**src/rtl/biba_pkg.sv**
```systemverilog
// shared types and constants for the bitmap inode/block allocator
package biba_pkg;
  localparam int MapWords      = 512;
  localparam int WordAw        = $clog2(MapWords);
  localparam int MaxFileBlocks = 12;
  localparam int BlockBytes    = 4096;
  localparam int BlockShift    = $clog2(BlockBytes);
  localparam int NeedW         = $clog2(MaxFileBlocks + 1);
  localparam logic [31:0] MaxBytes = 32'(MaxFileBlocks * BlockBytes);

  localparam logic [2:0] OP_LOAD_INODE = 3'd0;
  localparam logic [2:0] OP_LOAD_DATA  = 3'd1;
  localparam logic [2:0] OP_READ_INODE = 3'd2;
  localparam logic [2:0] OP_READ_DATA  = 3'd3;
  localparam logic [2:0] OP_ADD_FILE   = 3'd4;

  localparam logic [1:0] ST_OK        = 2'd0;
  localparam logic [1:0] ST_TOO_LARGE = 2'd1;
  localparam logic [1:0] ST_NO_INODE  = 2'd2;
  localparam logic [1:0] ST_NO_DATA   = 2'd3;

  localparam logic [1:0] REG_INODE_TOTAL = 2'd0;
  localparam logic [1:0] REG_DATA_TOTAL  = 2'd1;
  localparam logic [1:0] REG_DATA_BASE   = 2'd2;

  typedef enum logic [3:0] {
    S_IDLE, S_CLEAR, S_RD_WAIT, S_IRD, S_ISCAN, S_DRD, S_DSCAN,
    S_MARK, S_MARK_WR, S_EMIT_ST, S_EMIT_BLK, S_EMIT_ONE
  } state_t;

  typedef struct packed {
    logic clear_step;   // write zero at sweep address, advance
    logic load_item;    // capture input item
    logic addr_zero;    // reset scan address
    logic addr_inc;     // advance scan address
    logic rd_inode;     // issue inode map read at scan address
    logic rd_data;      // issue data map read at scan address
    logic rd_req;       // issue read at request index
    logic ino_take;     // record found inode bit
    logic dat_take;     // record lowest free data bit of the word
    logic mark_rd;      // read data word holding the next block to mark
    logic mark_step;    // write back one marked data bit
    logic ino_mark;     // write back the marked inode bit
    logic emit_inc;     // next block result
  } cmd_t;

  typedef struct packed {
    logic clear_done;
    logic too_large;
    logic [2:0] op;
    logic ino_hit;      // free inode bit in current word
    logic ino_end;      // scan address past the last searchable word
    logic dat_hit;      // free data bit left in current word
    logic dat_done;     // this take completes the needed blocks
    logic dat_end;
    logic need_zero;
    logic mark_done;
    logic emit_last;
  } sts_t;
endpackage

```
**src/rtl/biba_ctrl.sv**
```systemverilog
// sequencer for clearing, map access, searches and result emission
module biba_ctrl (
  input  logic            clk,
  input  logic            rst,
  input  logic            in_valid,
  output logic            in_ready,
  output logic            out_valid,
  input  logic            out_ready,
  output biba_pkg::state_t state_o,
  output biba_pkg::cmd_t  cmd,
  input  biba_pkg::sts_t  sts
);
  import biba_pkg::*;
  state_t state, state_next;
  assign state_o = state;

  always_ff @(posedge clk) begin
    if (rst) state <= S_CLEAR;
    else state <= state_next;
  end

  always_comb begin
    state_next = state;
    cmd = '0;
    in_ready = 1'b0;
    out_valid = 1'b0;
    case (state)
      S_CLEAR: begin
        cmd.clear_step = 1'b1;
        if (sts.clear_done) state_next = S_IDLE;
      end
      S_IDLE: begin
        in_ready = 1'b1;
        if (in_valid) begin
          cmd.load_item = 1'b1;
          cmd.addr_zero = 1'b1;
          state_next = S_RD_WAIT;
        end
      end
      S_RD_WAIT: begin
        // item registered; decide path
        if (sts.op == OP_ADD_FILE && !sts.too_large) begin
          cmd.rd_inode = 1'b1;
          cmd.addr_inc = 1'b1;
          state_next = S_IRD;
        end else if (sts.op == OP_READ_INODE || sts.op == OP_READ_DATA) begin
          cmd.rd_req = 1'b1;
          state_next = S_IRD;
        end else begin
          state_next = S_EMIT_ONE;
        end
      end
      S_IRD: begin
        if (sts.op != OP_ADD_FILE) state_next = S_EMIT_ONE;
        else state_next = S_ISCAN;
      end
      S_ISCAN: begin
        if (sts.ino_hit) begin
          cmd.ino_take = 1'b1;
          cmd.addr_zero = 1'b1;
          state_next = S_DRD;
        end else if (sts.ino_end) begin
          state_next = S_EMIT_ONE;
        end else begin
          cmd.rd_inode = 1'b1;
          cmd.addr_inc = 1'b1;
          state_next = S_IRD;
        end
      end
      S_DRD: begin
        if (sts.need_zero) state_next = S_MARK;
        else begin
          cmd.rd_data = 1'b1;
          cmd.addr_inc = 1'b1;
          state_next = S_DSCAN;
        end
      end
      S_DSCAN: begin
        // one free bit taken per cycle until the word runs out or the needed blocks are found
        if (sts.dat_hit) begin
          cmd.dat_take = 1'b1;
          if (sts.dat_done) begin
            cmd.addr_zero = 1'b1;
            state_next = S_MARK;
          end
        end else if (sts.dat_end) state_next = S_EMIT_ONE;
        else state_next = S_DRD;
      end
      S_MARK: begin
        if (sts.mark_done) begin
          cmd.ino_mark = 1'b1;
          state_next = S_EMIT_ST;
        end else begin
          cmd.mark_rd = 1'b1;
          state_next = S_MARK_WR;
        end
      end
      S_MARK_WR: begin
        cmd.mark_step = 1'b1;
        cmd.addr_inc = 1'b1;
        state_next = S_MARK;
      end
      S_EMIT_ST: begin
        out_valid = 1'b1;
        if (out_ready) state_next = sts.need_zero ? S_IDLE : S_EMIT_BLK;
      end
      S_EMIT_BLK: begin
        out_valid = 1'b1;
        if (out_ready) begin
          cmd.emit_inc = 1'b1;
          if (sts.emit_last) state_next = S_IDLE;
        end
      end
      S_EMIT_ONE: begin
        out_valid = 1'b1;
        if (out_ready) state_next = S_IDLE;
      end
      default: state_next = S_IDLE;
    endcase
  end
endmodule

```
**config.mk**
```make
export PLATFORM = sky130hd
export DESIGN_NAME = biba_ctrl
export DESIGN_NICKNAME = d
export VERILOG_FILES = /design/src/rtl/biba_pkg.sv /design/src/rtl/biba_ctrl.sv
export SDC_FILE = /design/constraint.sdc
export NUM_CORES = 1
export LEC_CHECK = 0
export ABC_AREA = 1
export BUFFER_PORTS_ARGS = -buffer_cell sky130_fd_sc_hd__buf_2
export CAP_MARGIN = 20
export CORE_MARGIN = 2
export CORE_UTILIZATION = 37
export DETAILED_ROUTE_END_ITERATION = 8
export PLACE_DENSITY = 0.74
export SYNTH_ARGS = -nofsm -noshare
export SYNTH_HDL_FRONTEND = slang
export SYNTH_SLANG_ARGS = --single-unit
```
**constraint.sdc**
```tcl
create_clock -name clk -period 1.1 [get_ports clk]
set_input_delay 0 -clock clk [delete_from_list [all_inputs] [get_ports clk]]
set_output_delay 0 -clock clk [all_outputs]
set_load 0.02 [all_outputs]
```
======== Yosys cells after proc, flatten, opt, wreduce, memory -nomap -nowiden ========
Cells that the tools add are included.
word-level totals
  bits in registers ....................... 4
  bits in latches ......................... 0
  memory bits (writable) .................. 0
  bits in read-only memories .............. 0
  input port bits ......................... 17
  output and inout bits ................... 19
  logic and storage cells ................. 76
  memories kept ........................... 0
operators by class
  add/sub/neg operators ................... 0
  $mul .................................... 0
  div/mod/pow operators ................... 0
  magnitude comparators ................... 0
  equality and inequality tests ........... 22
  shifts and indexed selects .............. 0
  muxes and demuxes ....................... 47
  bitwise operators ....................... 0
  reduce and logical (&&, ||, !) cells .... 6
operator list
  kind                  count
  $mux W4               15
  $pmux W4 S12          1
  $mux W1               24
  $eq A4 B3 Y1 const B  4
  $eq A4 B4 Y1 const B  4
  $ne A2 B2 Y1 const B  6
  $eq A4 B2 Y1 const B  2
  $mux W2               4
  $reduce_and A7 Y1     1
  $eq A3 B2 Y1 const B  2
  $ne A3 B3 Y1 const B  2
  $eq A4 B1 Y1 const B  1
  $logic_not A4 Y1      1
  $pmux W1 S4           1
  $eq A3 B3 Y1 const B  1
  $pmux W1 S3           1
  $reduce_or A3 Y1      1
  $pmux W1 S2           1
  $logic_and A1 B1 Y1   1
  $logic_not A1 Y1      1
  $logic_or A1 B1 Y1    1

======== Depth between registers and ports, before layout ========
Gate-level depths: netlist (run 1).
  depth after elaboration ................. 5
  depth in mapped cells ................... 9
  depth with buffers taken out ............ 9

======== Worst setup path before layout (run 1) ========
Ideal clock, no wire load.
  path kind ............................... register to output
  start ................................... register state[2], in the netlist state_o[2]
  end ..................................... output port cmd[9] (netlist bit)
  arrival time ............................ 1.405 ns
  data required time ...................... 1.100 ns
  setup slack ............................. -0.305 ns
  stages on the path, launching flop included .. 7
  path buffers ............................ 0
  cells stage by stage .................... dfxtp_1 > inv_1 > nor2_1 > nand2_1 > nor2_1 > nor2_1 > nand2_1
RTL lines
  what                    RTL line         RTL
  start, declared         biba_ctrl.sv:14  state_t state, state_next;
  start signal, assigned  biba_ctrl.sv:19  else state <= state_next;
  end, declared           biba_ctrl.sv:10  output biba_pkg::cmd_t cmd,

======== Final worst setup path (run 1) ========
  start ................................... register state[1], in the netlist state_o[1]
  end ..................................... register state[1], in the netlist state_o[1]
between the ends
  cells in the longest elaborated chain, start to end .. 3
  elaborated cells on any way between the ends .. 21
  those cells by class .................... 18 x eq/ne; 1 x mux; 2 x reduce/logical
ends and longest elaborated chain
  what                                                           RTL line         RTL
  $eq A4 B3 Y1 (tied with other cells)                           biba_ctrl.sv:27  case (state)
  $ne A3 B3 Y1 (no source line) or $ne A2 B2 Y1 (tied branches)  -
  $reduce_and A7 Y1 (no source line)                             -
Parallel ways exist; a longest one is shown, timed or not.
A chain may end at the register's enable or synchronous reset.

==> results.yml, run 1 <==
sta:
  rsz0062_at_grt: "true"
  max_freq_mhz: 717
  fin_crit_ns: 1.39
  clock_skew_ns: 0.00320
  maxSlewHeadroom_pct: 81.1
  whs_ns: 0.230
  hold_viol_final: 0
  tns_ns: -3.34
  setup_viol: 18
  fin_crit_sh_pct: 127
  slew_violations: 0
  fin_ws_ns: -0.294
  worst_pin_slew_ns: 0.283
logic_synthesis:
  synth_edf_count: 0
  ys_seq_area_share_pct: 14.2
  syn_nets: 130
  synth_area_um2: 564
  synth_top_area_share_pct: 21.3
  synth_area_leader_cell: "nand2_1"
  synthTopCellsByArea: "nand2_1, nor2_1, dfxtp_1"
  synthCells: 113
  synth-seq-cells: 4
  yosysWarningCount: 0
  synthTopCellsByCount: "nand2_1, nor2_1, inv_1"
  synth_most_common_cell: "nand2_1"
  synth_ff_type: "dfxtp_1"
  synthArstFlopShare_pct: 0
  synth.avg_cell_area_um2: 4.99
  synth_cell_types: 17
drt:
  vias_per_cell: 5.27
  first_pass_iters: 4
  vias: 1006
  drc: 0
  drt_iter0_markers: 54
  wl_per_cell_um: 14.4
  ant_nets: 0
  wl_mm: 2.76
floorplan:
  fp.dieArea_um2: 1850
  rows: 14
  die_h_um: 43.1
  core_um2: 1470
  ioPinCount: 36
  start_util_pct: 38.4
  chipWidth_um: 43.1
clock_tree:
  clock_sinks: 4
  tritoncts: "built"
  cts-root-buf: "clkbuf_4"
  htreeDepth: 1
  cts_buffer_depth: 2
  worstSkewPairLatency_ns: 0.23
  clkTransAtPathRegs_ns: 0.04
  cts_made_buffers: 3
pwr:
  p_sw_share_pct: 51.8
  pwr-share-clk_pct: 7.6
  p_leak_nw: 0.700
  seq_power_share_pct: 14.2
  peakVddDrop_mv: 1.20
  power.density_nw_per_um2: 1910
  switchingPower_w: 0.00122
  p_int_w: 0.00114
  p_comb_share_pct: 78.2
placed_design:
  gp_congestion: 0.908
  dpl.hpwl_mm: 1.50
  portBuffers: 35
outcome:
  violations: "setup timing"
  status: "complete, but fails checks"
layout:
  drive_gt1_share_pct: 61.7
  multiInputGateArea_um2: 533
  fill_cells: 87
  nets: 194
  largest_reg_flops: 4
  num_antenna_cells: 0
  regArea_um2: 95.1
  synthToLayoutAreaGrowth_pct: 119
setup_path:
  critPathMaxFanout: 5
  required_ns: 1.26
  startpoint_type: "register"
  cpMostUsedCell: "nand2_1"
  crit_type: "register to register"
  critPathCaptureType: "register"
  path_cells: "buf_12 > nor2_4 > nand2_2 > buf_4 > nand2_1 > nor2_1 > nand2_1 > nand2_1 > a21oi_1"
  crit_path_top_delay_cell: "dfxtp_4"
  slowest_delay_ns: 0.38
  worstPathArrival_ns: 1.55
global_routing:
  grt_first_pass_wirelength_mm: 3.59
  grtUsageTotal_pct: 25.7
  globalRoute.totalOverflow: 0
  antenna_found_initial: 0
  grt_pass1_vias: 870
  grt_max_degree: 7
run:
  drv_cap: 0
worst_hold_path:
  hold_path_class: "input pin to register"
-- routing by layer --
metal	part of all wire, %	up-vias	routed length (um)	GRT usage, %
met5	0	-	0	0
met4	1.9	0	51	12.1
met3	7.8	10	216	3.40
met2	52	67	1450	47.0
met1	38	453	1040	28.9
li1	-	476	-	-
-- area by class of cell --
type / count / share of cell area, %
Multi-Input combinational cell: 86 / 43.2
Clock buffer: 3 / 1.83
Timing Repair Buffer: 59 / 37.2
Tap cell: 16 / 1.62
Sequential cell: 4 / 7.71
Inverter: 23 / 8.42
-- power groups by stage --
stage,clock [W],sequential (W),combinational (W)
2_1_floorplan,0,0.000360,0.000758
3_3_place_gp,0,0.000314,0.00113
3_5_place_dp,0,0.000319,0.00115
4_1_cts,0.000183,0.000308,0.00150
5_1_grt,0.000195,0.000341,0.00193
6_report,0.000180,0.000334,0.00184
-- placed cells by master, fill, tap and decap left out, types with 7 or more instances in the layout --
master	count
buf_2	22
nor2_1	14
inv_1	12
nand2_1	21
nand2_4	8
inv_2	7
nor2_4	9
buf_4	20
buf_6	15
-- logic make-up after synthesis --
group,after synthesis,synth area share [%]
simple gates,75,59.0
compound gates,11,11.5
buf+inv,23,15.3
flops,4,14.2
-- critical path: cells and delay by family, from the launching register on --
kind                   cells  cell delay [ns]
AOI/OAI and AO/OA          1             0.11
buffers and inverters      2             0.29
DFF                        1             0.38
and+or+nand+nor            6             0.54
-- timing repair --
item,in CTS,in global routing
endpoints found under the hold margin,3,0
endpoints found under the setup margin,17,18
resized for setup,39,22
buffers inserted,6,11
pin swaps,12,16
hold buffers,1,0
-- final timing paths --
path                                  from          to  slack (ns)  cells after the start
worst max register to register  state_o[1]  state_o[1]       -0.29                      9
worst min-delay path                sts[7]  state_o[2]        0.23                      5
worst min register to register  state_o[3]  state_o[3]        0.57                      2
worst max-delay path            state_o[1]  state_o[1]       -0.29                      9
-- per-stage QoR --
stage	std cells	total power [W]	util, %	area (um^2)	worst slack [ns]
2_1_floorplan	113	0.00112	-	637	-0.0332
3_3_place_gp	170	0.00144	59.6	877	-0.0893
3_5_place_dp	170	0.00146	59.6	877	-0.110
4_1_cts	180	0.00199	73.5	1080	-0.233
5_1_grt	191	0.00246	83.8	1230	-0.373
6_report	191	0.00236	83.8	1230	-0.294
(Power assumes the default switching activity.)
==> run 2, diff against run 1 <==
Settings changed: CORE_MARGIN 2 to 4.
==> run 2 against run 1 <==
Against the previous run: the flow still finishes with violations (setup timing); wire length rose by 2.9%; utilization rose by 6.9 points; highest routed layer unchanged; setup slack got worse by 0.011 ns; clock power rose by 6%; hold slack got worse by 0.029 ns; sequential share of layout area barely moved.
==> results.yml, run 2 (synthesis gave the netlist of run 1 again) <==
pwr:
  p_comb_share_pct: 76.9
  p_sw_share_pct: 53.5
  power.density_nw_per_um2: 1820
  seq_power_share_pct: 14.6
  peakVddDrop_mv: 1.13
  pwr-share-clk_pct: 8.5
  p_leak_nw: 0.709
  p_int_w: 0.00105
  switchingPower_w: 0.00121
setup_path:
  worstPathArrival_ns: 1.40
  critPathMaxFanout: 5
  startpoint_type: "register"
  critPathCaptureType: "output pin"
  crit_type: "register to output pin"
  required_ns: 1.10
global_routing:
  globalRoute.totalOverflow: 0
  grt_first_pass_wirelength_mm: 3.82
  antenna_found_initial: 0
  grt_use_met1_pct: 30.2
  grt_max_degree: 7
  met2_usage_pct: 40.7
  busiest_layer: "met2"
  grtUsageTotal_pct: 24.1
  grt_util_met3_pct: 4.98
  grt_pass1_vias: 896
layout:
  fin_util_pct: 90.8
  synthToLayoutAreaGrowth_pct: 120
  largest_reg_flops: 4
  mostFrequentLayoutCells: "buf_2, nand2_1, buf_6"
  drive_gt1_share_pct: 62.8
  multiInputGateArea_um2: 558
  fill_cells: 60
  finalNonFillerCells: 187
  nets: 191
  regArea_um2: 95.1
  num_antenna_cells: 0
  final_common_cell: "buf_2"
placed_design:
  portBuffers: 35
  place_ws_ns: -0.103
  placed_cells: 168
  gp_congestion: 0.877
  dpl.hpwl_mm: 1.67
sta:
  maxSlewHeadroom_pct: 84.2
  tns_ns: -2.95
  setup_viol: 17
  hold_viol_final: 0
  worst_pin_slew_ns: 0.235
  fin_crit_ns: 1.40
  rsz0062_at_grt: "true"
  fin_ws_ns: -0.305
  max_freq_mhz: 712
  clock_skew_ns: 0.000456
  fin_crit_sh_pct: 128
  slew_violations: 0
drt:
  wl_mm: 2.84
  first_pass_iters: 4
  drc: 0
  wl_per_cell_um: 15.2
  drt_iter0_markers: 46
  vias: 1037
  vias_per_cell: 5.55
  ant_nets: 0
run:
  drv_cap: 0
clock_tree:
  clkTransAtPathRegs_ns: 0.04
  cts-root-buf: "clkbuf_4"
  worstSkewPairLatency_ns: 0.24
  cts_buffer_depth: 2
  htreeDepth: 1
  cts_made_buffers: 3
  tritoncts: "built"
  clock_sinks: 4
floorplan:
  start_util_pct: 41.3
  core_um2: 1370
  fp.dieArea_um2: 2210
  rows: 13
  chipWidth_um: 47.1
  ioPinCount: 36
  die_h_um: 47.1
outcome:
  violations: "setup timing"
  status: "complete, but fails checks"
worst_hold_path:
  hold_path_class: "input pin to register"
## run 2: cell type report
type,instances,area share [%]
Timing Repair Buffer,56,35.4
Clock buffer,3,1.82
Tap cell,15,1.51
Multi-Input combinational cell,86,45.0
Inverter,23,8.58
Sequential cell,4,7.67
## run 2: critical path: stages (launching register included)
cell and delay [ns]:
dfxtp_4 0.37, buf_4 0.16, nand2_4 0.09, inv_2 0.06, nand2_4 0.08, nor2_4 0.04
nor2_1 0.14, nand2_1 0.09, buf_6 0.13
## run 2: metal layers
| layer | share of wire (%) | vias to the layer above | routed length [um] |
|---|---|---|---|
| met4 | 5.7 | 0 | 161 |
| met5 | 0 | - | 0 |
| met2 | 49 | 82 | 1400 |
| met3 | 11 | 22 | 301 |
| met1 | 34 | 460 | 973 |
| li1 | - | 473 | - |
## run 2: final timing paths
kind / start / slack (ns) / cells after the start / end
worst max-delay path: state_o[0] / -0.30 / 8 / cmd[9]
worst min-delay path: sts[5] / 0.20 / 3 / state_o[2]
worst max register to register: state_o[0] / -0.26 / 8 / state_o[3]
worst min register to register: state_o[3] / 0.60 / 2 / state_o[3]
## run 2: metrics by stage
step	instance area, um^2	hold WS, ns	total power [W]
after global placement	868	0.204	0.00145
final	1240	0.201	0.00226
after global routing	1240	0.219	0.00236
after CTS	1110	0.171	0.00194
after detailed placement	868	0.214	0.00146
after floorplan	637	0.0344	0.00112
## run 2: power groups by stage
stage	combinational (W)	sequential, W	clock (W)
after CTS	0.00144	0.000312	0.000189
after detailed placement	0.00115	0.000317	0
after global placement	0.00114	0.000315	0
after global routing	0.00182	0.000338	0.000205
after floorplan	0.000758	0.000360	0
final	0.00174	0.000330	0.000191
## run 2: what timing repair did
action | 4_1_cts | 5_1_grt
endpoints found under the setup margin | 16 | 19
pin swaps | 10 | 6
hold endpoints to repair | 3 | 0
setup buffers | 11 | 4
gates resized for setup | 44 | 28
hold buffers | 1 | 0
